$ cat src/rtl/core/rmn_pkg.sv
`timescale 1ns / 1ps
// Shared types, constants and the quarter-wave sine table for the ring modulator.
// No dependencies; imported by every module in rtl/core.
package rmn_pkg;

  localparam int DEF_SAMPLE_BITS  = 24;
  localparam int DEF_PHASE_BITS   = 32;
  // Sine table size is fixed here: the table is built at elaboration from it.
  localparam int SINE_TABLE_DEPTH = 256;
  localparam int QTR_LEN          = SINE_TABLE_DEPTH / 4;
  localparam int SIDX_BITS        = $clog2(QTR_LEN);
  localparam int TIDX_BITS        = $clog2(QTR_LEN + 1);

  localparam int CFG_IDX_BITS  = 2;
  localparam int CFG_DATA_BITS = 31;
  localparam int STEP_BITS     = 31;
  localparam int WET_BITS      = 16;
  localparam int CAR_BITS      = 16;
  // carrier minus full scale, and the wet level as a signed operand
  localparam int COFF_BITS     = 17;
  localparam int K_BITS        = 33;

  localparam logic [STEP_BITS-1:0] STEP_RESET = 31'd39370534;
  localparam logic [WET_BITS-1:0]  WET_RESET  = 16'd16384;
  localparam logic [WET_BITS-1:0]  FULL_WET   = 16'd32768;
  localparam logic [63:0]          HALF_PI_Q30 = 64'd1686629713;

  typedef enum logic [CFG_IDX_BITS-1:0] {
    CFG_STEP  = 2'd0,
    CFG_SHAPE = 2'd1,
    CFG_WET   = 2'd2,
    CFG_NONE  = 2'd3
  } cfg_idx_e;

  typedef enum logic [1:0] {
    WAVE_SINE   = 2'd0,
    WAVE_SAW    = 2'd1,
    WAVE_SQUARE = 2'd2,
    WAVE_TRI    = 2'd3
  } wave_e;

  typedef enum logic [1:0] {
    ST_IDLE  = 2'd0,
    ST_MULW  = 2'd1,
    ST_MULX  = 2'd2,
    ST_ROUND = 2'd3
  } st_e;

  typedef logic [CAR_BITS-2:0] sine_tab_t [0:QTR_LEN];

  localparam logic [63:0] TAYLOR_DIV [0:6] = '{64'd6, 64'd20, 64'd42, 64'd72,
                                               64'd110, 64'd156, 64'd210};

  // Q30 Taylor series to x^15, scaled to Q15 with round half up
  function automatic sine_tab_t build_sine_tab();
    sine_tab_t   tab;
    logic [63:0] x;
    logic [63:0] term;
    longint      sum;
    logic [63:0] e;
    for (int k = 0; k <= QTR_LEN; k++) begin
      x    = (HALF_PI_Q30 * 64'(k)) / QTR_LEN;
      term = x;
      sum  = longint'(x);
      for (int n = 0; n < 7; n++) begin
        term = ((((term * x) >> 30) * x) >> 30) / TAYLOR_DIV[n];
        if (n % 2 == 0) begin
          sum = sum - longint'(term);
        end else begin
          sum = sum + longint'(term);
        end
      end
      if (sum < 0) begin
        sum = 0;
      end
      e = ((64'(sum) * 64'd32767) + (64'd1 << 29)) >> 30;
      if (e > 64'd32767) begin
        e = 64'd32767;
      end
      tab[k] = e[CAR_BITS-2:0];
    end
    return tab;
  endfunction

  localparam sine_tab_t SINE_TAB = build_sine_tab();

endpackage

$ cat src/rtl/core/rmn_carrier.sv
`timescale 1ns / 1ps
// Carrier waveform generator: sine, saw, square or triangle from the oscillator phase.
// Depends on rmn_pkg (sine table, wave codes).
module rmn_carrier import rmn_pkg::*; #(
  parameter int PHASE_BITS = DEF_PHASE_BITS
) (
  input  logic [PHASE_BITS-1:0]      phase_i,
  input  wave_e                      shape_i,
  output logic signed [CAR_BITS-1:0] carrier_o
);

  logic [15:0]           u;
  logic [1:0]            quad;
  logic [SIDX_BITS-1:0]  s;
  logic [TIDX_BITS-1:0]  idx;
  logic [CAR_BITS-2:0]   mag;
  logic signed [17:0]    tri_v;

  assign u    = phase_i[PHASE_BITS-1 -: 16];
  assign quad = phase_i[PHASE_BITS-1 -: 2];
  assign s    = phase_i[PHASE_BITS-3 -: SIDX_BITS];

  always_comb begin
    // odd quadrants read the table backwards
    idx = quad[0] ? TIDX_BITS'(QTR_LEN) - TIDX_BITS'(s) : TIDX_BITS'(s);
    mag = SINE_TAB[idx];
    if (u[15]) begin
      tri_v = 18'sd98303 - $signed({1'b0, u, 1'b0});
    end else begin
      tri_v = $signed({1'b0, u, 1'b0}) - 18'sd32767;
    end
    case (shape_i)
      WAVE_SINE:   carrier_o = quad[1] ? -$signed({1'b0, mag}) : $signed({1'b0, mag});
      WAVE_SAW:    carrier_o = $signed({~u[15], u[14:0]});
      WAVE_SQUARE: carrier_o = u[15] ? -16'sd32767 : 16'sd32767;
      WAVE_TRI:    carrier_o = tri_v[CAR_BITS-1:0];
      default:     carrier_o = '0;
    endcase
  end

endmodule

$ cat src/rtl/core/rmn_mul.sv
`timescale 1ns / 1ps
// Shared signed multiplier with a registered product.
// Depends on rmn_pkg for the default operand widths.
module rmn_mul import rmn_pkg::*; #(
  parameter int A_BITS = DEF_SAMPLE_BITS,
  parameter int B_BITS = K_BITS
) (
  input  logic                            clk_i,
  input  logic                            en_i,
  input  logic signed [A_BITS-1:0]        a_i,
  input  logic signed [B_BITS-1:0]        b_i,
  output logic signed [A_BITS+B_BITS-1:0] p_o
);

  logic signed [A_BITS+B_BITS-1:0] p_q;

  always_ff @(posedge clk_i) begin
    if (en_i) begin
      p_q <= a_i * b_i;
    end
  end

  assign p_o = p_q;

endmodule

$ cat src/rtl/core/ring_modulator_nco_core.sv
`timescale 1ns / 1ps
// Ring modulator with a phase-accumulator carrier; top level.
// Depends on rmn_pkg, rmn_carrier and rmn_mul.
// Each accepted sample goes through the transaction cycle, where the carrier is
// sampled and the phase advances, then two passes through the single shared multiplier
// (wet level times carrier offset, then sample times that) and a round-and-saturate
// cycle that loads the output register once it is free. The input stalls outside idle,
// so no new sample is taken before the last one has loaded the output register; a result
// waiting on a stalled output does not hold off the next sample until its round cycle.
// The mix is out = x + round(x * w * (c - 2^15) / 2^30), which equals the dry/wet blend.
// Configuration writes are always ready and must only be issued while the block is idle.
module ring_modulator_nco_core import rmn_pkg::*; #(
  parameter int SAMPLE_BITS = DEF_SAMPLE_BITS,
  parameter int PHASE_BITS  = DEF_PHASE_BITS
) (
  input  logic                          clk_i,
  input  logic                          rst_ni,
  input  logic                          in_valid_i,
  output logic                          in_stall_o,
  input  logic signed [SAMPLE_BITS-1:0] in_sample_i,
  output logic                          out_valid_o,
  input  logic                          out_stall_i,
  output logic signed [SAMPLE_BITS-1:0] out_sample_o,
  input  logic                          cfg_valid_i,
  output logic                          cfg_ready_o,
  input  logic [CFG_IDX_BITS-1:0]       cfg_index_i,
  input  logic [CFG_DATA_BITS-1:0]      cfg_data_i
);

  localparam int MA_BITS  = (SAMPLE_BITS > COFF_BITS) ? SAMPLE_BITS : COFF_BITS;
  localparam int ACC_BITS = MA_BITS + K_BITS;
  localparam int Y_BITS   = ACC_BITS - 28;
  localparam logic signed [Y_BITS-1:0] SMAX = Y_BITS'((64'sd1 <<< (SAMPLE_BITS - 1)) - 1);
  localparam logic signed [Y_BITS-1:0] SMIN = -SMAX - 1;
  localparam logic signed [ACC_BITS:0] ROUND_HALF = (ACC_BITS + 1)'(64'sd1 <<< 29);

  st_e state_q, state_d;

  logic [STEP_BITS-1:0]  step_q;
  wave_e                 shape_q;
  logic [WET_BITS-1:0]   wet_q;
  logic [PHASE_BITS-1:0] phase_q;

  logic signed [SAMPLE_BITS-1:0] x_q;
  logic signed [COFF_BITS-1:0]   c_off_q;
  logic signed [SAMPLE_BITS-1:0] out_q, out_d;
  logic                          out_valid_q, out_valid_d;

  logic signed [CAR_BITS-1:0]  carrier;
  logic [WET_BITS-1:0]         wet_clamped;
  logic                        in_take;
  logic                        mul_en;
  logic signed [MA_BITS-1:0]   mul_a;
  logic signed [K_BITS-1:0]    mul_b;
  logic signed [ACC_BITS-1:0]  prod;
  logic signed [ACC_BITS:0]    rsum;
  logic signed [Y_BITS-1:0]    y;

  rmn_carrier #(
    .PHASE_BITS(PHASE_BITS)
  ) u_carrier (
    .phase_i  (phase_q),
    .shape_i  (shape_q),
    .carrier_o(carrier)
  );

  rmn_mul #(
    .A_BITS(MA_BITS),
    .B_BITS(K_BITS)
  ) u_mul (
    .clk_i(clk_i),
    .en_i (mul_en),
    .a_i  (mul_a),
    .b_i  (mul_b),
    .p_o  (prod)
  );

  assign cfg_ready_o = 1'b1;
  assign in_stall_o  = (state_q != ST_IDLE);
  assign in_take     = in_valid_i && !in_stall_o;
  assign wet_clamped = (wet_q > FULL_WET) ? FULL_WET : wet_q;

  // configuration registers
  always_ff @(posedge clk_i or negedge rst_ni) begin
    if (!rst_ni) begin
      step_q  <= STEP_RESET;
      shape_q <= WAVE_SINE;
      wet_q   <= WET_RESET;
    end else if (cfg_valid_i && cfg_ready_o) begin
      case (cfg_idx_e'(cfg_index_i))
        CFG_STEP:  step_q  <= cfg_data_i[STEP_BITS-1:0];
        CFG_SHAPE: shape_q <= wave_e'(cfg_data_i[1:0]);
        CFG_WET:   wet_q   <= cfg_data_i[WET_BITS-1:0];
        default: ;
      endcase
    end
  end

  // phase accumulator, wraps naturally at the register width
  always_ff @(posedge clk_i or negedge rst_ni) begin
    if (!rst_ni) begin
      phase_q <= '0;
    end else if (in_take) begin
      phase_q <= phase_q + PHASE_BITS'({{PHASE_BITS{1'b0}}, step_q});
    end
  end

  always_ff @(posedge clk_i) begin
    if (in_take) begin
      x_q     <= in_sample_i;
      c_off_q <= COFF_BITS'(carrier) - 17'sd32768;
    end
  end

  always_ff @(posedge clk_i or negedge rst_ni) begin
    if (!rst_ni) begin
      state_q     <= ST_IDLE;
      out_valid_q <= 1'b0;
    end else begin
      state_q     <= state_d;
      out_valid_q <= out_valid_d;
    end
  end

  always_ff @(posedge clk_i) begin
    out_q <= out_d;
  end

  // rounding: floor((acc + 2^29) / 2^30) added to the dry sample, then saturation
  always_comb begin
    rsum = {prod[ACC_BITS-1], prod} + ROUND_HALF;
    y    = Y_BITS'(x_q) + Y_BITS'($signed(rsum[ACC_BITS:30]));
  end

  always_comb begin
    state_d     = state_q;
    out_valid_d = out_valid_q && out_stall_i;
    out_d       = out_q;
    mul_en      = 1'b0;
    mul_a       = MA_BITS'(x_q);
    mul_b       = prod[K_BITS-1:0];
    case (state_q)
      ST_IDLE: begin
        if (in_take) begin
          state_d = ST_MULW;
        end
      end
      ST_MULW: begin
        mul_en  = 1'b1;
        mul_a   = MA_BITS'(c_off_q);
        mul_b   = $signed(K_BITS'({1'b0, wet_clamped}));
        state_d = ST_MULX;
      end
      ST_MULX: begin
        mul_en  = 1'b1;
        state_d = ST_ROUND;
      end
      ST_ROUND: begin
        if (!(out_valid_q && out_stall_i)) begin
          out_valid_d = 1'b1;
          if (y > SMAX) begin
            out_d = SAMPLE_BITS'(SMAX);
          end else if (y < SMIN) begin
            out_d = SAMPLE_BITS'(SMIN);
          end else begin
            out_d = SAMPLE_BITS'(y);
          end
          state_d = ST_IDLE;
        end
      end
      default: state_d = ST_IDLE;
    endcase
  end

  assign out_valid_o  = out_valid_q;
  assign out_sample_o = out_q;

  a_take_starts_seq: assert property (@(posedge clk_i) disable iff (!rst_ni)
    in_take |=> state_q == ST_MULW)
    else $error("accepted sample did not start the multiply sequence");

  a_phase_only_on_take: assert property (@(posedge clk_i) disable iff (!rst_ni)
    !in_take |=> $stable(phase_q))
    else $error("phase moved without an input transaction");

  a_round_loads_out: assert property (@(posedge clk_i) disable iff (!rst_ni)
    (state_q == ST_ROUND && !(out_valid_q && out_stall_i)) |=> out_valid_q && state_q == ST_IDLE)
    else $error("round cycle did not load the output register");

  a_wet_term_nonpos: assert property (@(posedge clk_i) disable iff (!rst_ni)
    state_q == ST_MULX |-> (prod[ACC_BITS-1] || prod == '0))
    else $error("wet times carrier offset must not be positive");

endmodule

$ cat config.mk
export PLATFORM = sky130hd
export DESIGN_NAME = ring_modulator_nco_core
export DESIGN_NICKNAME = d
export VERILOG_FILES = /design/src/rtl/core/rmn_pkg.sv /design/src/rtl/core/rmn_carrier.sv /design/src/rtl/core/rmn_mul.sv /design/src/rtl/core/ring_modulator_nco_core.sv
export SDC_FILE = /design/constraint.sdc
export NUM_CORES = 2
export LEC_CHECK = 0
export ABC_AREA = 1
export BUFFER_PORTS_ARGS = -buffer_cell sky130_fd_sc_hd__buf_2
export CAP_MARGIN = 20
export CORE_MARGIN = 10
export CORE_UTILIZATION = 47
export DETAILED_ROUTE_END_ITERATION = 8
export HOLD_SLACK_MARGIN = 0.1
export PLACE_DENSITY = 0.73
export SLEW_MARGIN = 20
export SYNTH_ARGS = -nofsm -noshare
export SYNTH_HDL_FRONTEND = slang
export SYNTH_SLANG_ARGS = --single-unit
$ cat constraint.sdc
create_clock -name clk_i -period 23.3 [get_ports clk_i]
set_input_delay 4.66 -clock clk_i [delete_from_list [all_inputs] [get_ports clk_i]]
set_output_delay 4.66 -clock clk_i [all_outputs]
set_load 0.005 [all_outputs]
; Yosys cells after proc, flatten, opt, wreduce, memory -nomap -nowiden
; Memory sizes are Yosys's and may differ from the RTL's.
; Cells that the tools add are included.
[totals]
inputBits = 62
word_cells = 66
n_memories = 1
reg_bits = 206
romBits = 1920
[classes]
eq_ne = 10
mux = 16
bitwise_logic = 3
n_addsub = 8
n_mul = 1
magnitude_cmp = 4
n_reduce_logical = 13
[mem_list]
columns = name, depth, word_bits, read_ports, rd_ports_with_merged_regs, write_ports, line
row1 = (no name shown), 128, 15, 1, 0, 0, rmn_carrier.sv:26  ; mag = SINE_TAB[idx];
[op_table]
columns = cell, count
row1 = $mux 16, 4
row2 = $pmux 16 s4, 1
row3 = $add 57x31->58 const B, 1
row4 = $mul 24x33->57, 1
row5 = $mux 24, 2
row6 = $mux 33, 1
row7 = $add 32x31->32, 1
row8 = $mux 15, 2
row9 = $add 24x28->29, 1
row10 = $gt 29x24->1 const B, 1
row11 = $lt 29x24->1 const B, 1
row12 = $sub 16x17->17 const B, 1
row13 = $gt 16x16->1 const B, 1
row14 = $neg 15->16, 1
row15 = $sub 15x16->16 const A, 1
row16 = $sub 16x15->16 const B, 1
row17 = $eq 2x2->1 const B, 5
row18 = $reduce_and 2->1, 5
row19 = $ge 8x8->1 const B, 1
row20 = $not 7->8, 1
row21 = $pmux 2 s4, 1
row22 = $mux 7, 1
row23 = $sub 7x6->7 const A, 1
row24 = $eq 2x1->1 const B, 3
row25 = other kinds (9), 16

; Depth between registers and ports, before layout
[logic_depth]
word_depth = 10
depth_mapped = 36

; Cells and area by module
; From an unflattened synthesis, not the netlist that was laid out.
[hier_totals]
cells_unflattened = 6081
hier_area_um2 = 45344.7
[modules_own_cells]
columns = mod, area_each_um2, cells_each, n_inst
row1 = rmn_mul, 32077.0, 4139, 1
row2 = ring_modulator_nco_core, 10472.5, 1387, 1
row3 = rmn_carrier, 2795.2, 555, 1

; Least setup slack after synthesis
; No wires, ideal clock.
[synth_path]
kind = register -> register
startpoint = register state_q[1]
endpoint = register u_mul.p_q[56], in the netlist u_mul.p_o[56], data pin
arrival_time_ns = 7.373
setup_ns = 0.256
required_time_ns = 23.044
synth_period_minus_slack_ns = 7.629
stages_incl_launch_ff = 33
setup_slack_ns = 15.671
cell_sequence = dfrtp_1 > inv_1 > ha_1 > clkbuf_1 > inv_1 > nand2_1 > clkinv_1 > a21oi_1 > clkinv_1 > nand2_1 > fa_1 > fa_1 > inv_1 > fa_1 > inv_1 > fa_1 > inv_1 > fa_1 > fa_1 > inv_1 > fa_1 > inv_1 > ha_1 > nand2_1 > nor2_1 > nand2_1 > o211ai_1 > a21boi_0 > o21ai_0 > and3_1 > nor2_1 > nand2_1 > nand2_1
[synth_between]
elab_chain_len = 3
word_cells_on_any_way = 4
[synth_rtl]
columns = element, line
row1 = start: declaration, ring_modulator_nco_core.sv:37  ; st_e state_q, state_d;
row2 = start signal: assignment, ring_modulator_nco_core.sv:120  ; state_q <= state_d;
row3 = $eq 2x1->1 (*), ring_modulator_nco_core.sv:142  ; case (state_q)
row4 = $mux 24 or $mux 33 (tied branches), ring_modulator_nco_core.sv:142
row5 = $mul 24x33->57 (*), rmn_mul.sv:19  ; p_q <= a_i * b_i;
row6 = end signal: assignment, rmn_mul.sv:19
row7 = end: declaration, rmn_mul.sv:15  ; logic signed [A_BITS+B_BITS-1:0] p_q;
; Mark *: on every way between the ends. The rest lies on a longest branch, timed or not.
; A chain may end at the register's enable or synchronous reset.

; Final worst setup path
; Ends and elaborated chain as after synthesis.

==> impl_metrics.json <==
{
  "port_buffers": 87,
  "fin_cells": 6213,
  "setup_tns_ps": 0,
  "syn_area_per_cell_um2": 8.222,
  "drtAntennaViolNets": 0,
  "core_region_area_um2": 86890,
  "via_per_inst": 5.423,
  "pre_cts_slack_ps": 13710,
  "slew_headroom": 0.2742,
  "rsz0062_at_grt": "no",
  "synth-async-reset-ratio": 0.4098,
  "cpMostUsedCell": "inv_1",
  "setup.worst_path.class": "reg2reg",
  "synth_largest_area_cell": "fa_1",
  "drv_cap": 0,
  "cp.required_ps": 23610,
  "placementRows": 108,
  "fillers": 8250,
  "min_period_ps": 9817,
  "syn_nets": 6112,
  "die_x_um": 316.1,
  "setup_viol": 0,
  "grt_usage": 0.2614,
  "netlist_instances": 5013,
  "cts_setup_buffers": 0,
  "area_growth_pct": 6.053,
  "clockBufferDepth": 3,
  "status": "finished, final reports clean",
  "wirelength_um": 128200,
  "drive_gt1_frac": 0.05774,
  "clock-root-buffer": "clkbuf_16",
  "ys_ff_latch": 205,
  "wl_per_cell_um": 20.64,
  "clk_pin_slew_ps": 70,
  "grt_first_pass_wirelength_um": 202500,
  "fin_nets": 6138,
  "final_cell_mix": "inv_1 (1141), nand2_1 (1046), fa_1 (807)",
  "slew_viol_final": 0,
  "cts_hold_buf": 0,
  "start_util": 0.4744,
  "synth_area_leaders": "fa_1 (39%), inv_1 (10%), nand2_1 (9.5%), edfxtp_1 (8.8%), ha_1 (7.0%)",
  "max_stage_delay_ps": 820,
  "dp_hpwl_um": 106900,
  "grt-ovfl-total": 0,
  "num_io_pins": 89,
  "finClkSkew_ps": 28.80,
  "critPathBufInv": 10,
  "die-area_um2": 99940,
  "endpoint_kind": "register",
  "drt_pre_antenna_iters": 7,
  "path_max_fanout": 40,
  "synth_area_um2": 41220,
  "clk_latency_ps": 580,
  "setup_slack_ps": 13480,
  "hold_violations": 0,
  "worstPathArrival_ps": 10130,
  "ys_warn_count": 0,
  "route.detailed.drc": 0,
  "worstSetupStartpointType": "register",
  "h-tree-depth": 1,
  "post_cts_resized": 0,
  "die_y_um": 316.1,
  "place_inst": 6168,
  "yosysSeqAreaShare": 0.1396,
  "final_common_cell": "inv_1",
  "fin_crit_sh": 0.4213,
  "cp_top_family": "adder cells",
  "synthDistinctLibCells": 58,
  "cp_slowest_cell": "a21oi_1",
  "grt_antenna_before_repair": 2,
  "globalplace.congestion": 1.030,
  "grt_pass1_vias": 35560,
  "grt_max_degree": 59,
  "hp-class": "reg2reg",
  "cts_tree": "done",
  "fmax_mhz": 101.9,
  "cts_inserted_buffers": 24,
  "synthFlopType": "edfxtp_1",
  "vias": 33700,
  "drt-initial-drc-count": 3241,
  "synth_top_area_frac": 0.3920,
  "tightest_slew_ps": 1086,
  "synth_edf_count": 121,
  "cts_sinks": 205
}
-- final timing paths --
path | start | end | cells after the start | slack (ps)
hold / removal | phase_q[5] | phase_q[5] | 2 | 490
max in group asynchronous | rst_ni | wet_q[5] | 2 | 18280
hold reg to reg | phase_q[5] | phase_q[5] | 2 | 490
setup / recovery | state_q[1] | u_mul.p_o[56] | 31 | 13480
min in group asynchronous | rst_ni | step_q[27] | 1 | 4010
setup reg to reg | state_q[1] | u_mul.p_o[56] | 31 | 13480
-- kinds of logic (layout without fill, tap and decap cells) --
| family | count (synthesis) | in the layout | share of synthesized area |
|---|---|---|---|
| AO/OA/AOI/OAI | 422 | 422 | 0.05725 |
| XOR/XNOR | 140 | 140 | 0.02975 |
| adder cells (fa/ha/maj) | 1037 | 1037 | 0.4618 |
| buffers and inverters | 1309 | 1353 | 0.1217 |
| flip-flops | 205 | 205 | 0.1396 |
| multiplexers | 15 | 15 | 0.004098 |
| other | 1 | 2 | 0.00009098 |
| AND/OR/NAND/NOR | 1884 | 1884 | 0.1857 |
-- stage by stage --
stage	hold WS, ps	area [um2]	util
after detailed placement	473.5	42930	0.4941
after CTS	491.1	43710	0.5030
after floorplan	452.8	41220	-
after global routing	515.3	43710	0.5030
after global placement	465.7	42930	0.4941
final	488.8	43710	0.5031
-- cell usage after synthesis (14+ instances only) --
| cell | instances |
|---|---|
| xor2_1 | 84 |
| inv_1 | 1142 |
| o21ai_0 | 151 |
| mux2_2 | 15 |
| or2_2 | 15 |
| xnor2_1 | 56 |
| nor2_1 | 562 |
| nand4_1 | 23 |
| a221oi_1 | 14 |
| a21o_1 | 14 |
| nand2_1 | 1046 |
| dfrtp_1 | 69 |
| nor3_1 | 25 |
| a31oi_1 | 25 |
| ha_1 | 230 |
| a21oi_1 | 161 |
| nand3_1 | 155 |
| fa_1 | 807 |
| clkbuf_1 | 115 |
| edfxtp_1 | 121 |
| dfstp_2 | 15 |
-- sequential cells by signal, summed over array words and instances, names as in the netlist --
signal / flops
out_sample_o: 24
x_q: 24
phase_q: 32
c_off_q: 16
step_q: 31
wet_q: 16
u_mul.p_o: 57
shape_q: 2
state_q: 2
out_valid_o: 1
-- worst reg2reg max path, delay by kind of cell, from the launching register on --
kind                     cells  cell delay, ps
AO/OA/AOI/OAI                8            2440
buffers and inverters       10            1890
flip-flops                   1             410
AND/OR/NAND/NOR              4             830
adder cells (fa/ha/maj)      9            4000
-- cell type report --
type                       count  area, um2  share of cell area
antenna                        1      2.502          0.00005725
clock buffer                  29      649.4             0.01486
clock inverter                15      125.1            0.002862
inverter                    1161       4360             0.09976
multi-input combinational   3499      30480              0.6973
sequential                   205       5754              0.1316
tap                         1155       1445             0.03306
timing repair buffer         148      895.9             0.02050
-- routing by layer --
layer,up-vias,track usage,share of wire
met1,16600,0.3341,0.38
li1,15010,-,-
met2,1685,0.4087,0.45
met4,2,0.1218,0.056
met3,401,0.07344,0.11
met5,-,0,0.00010
Power is not shown: default switching activity piles up to over one toggle a cycle in this logic, so the estimate is an artifact.
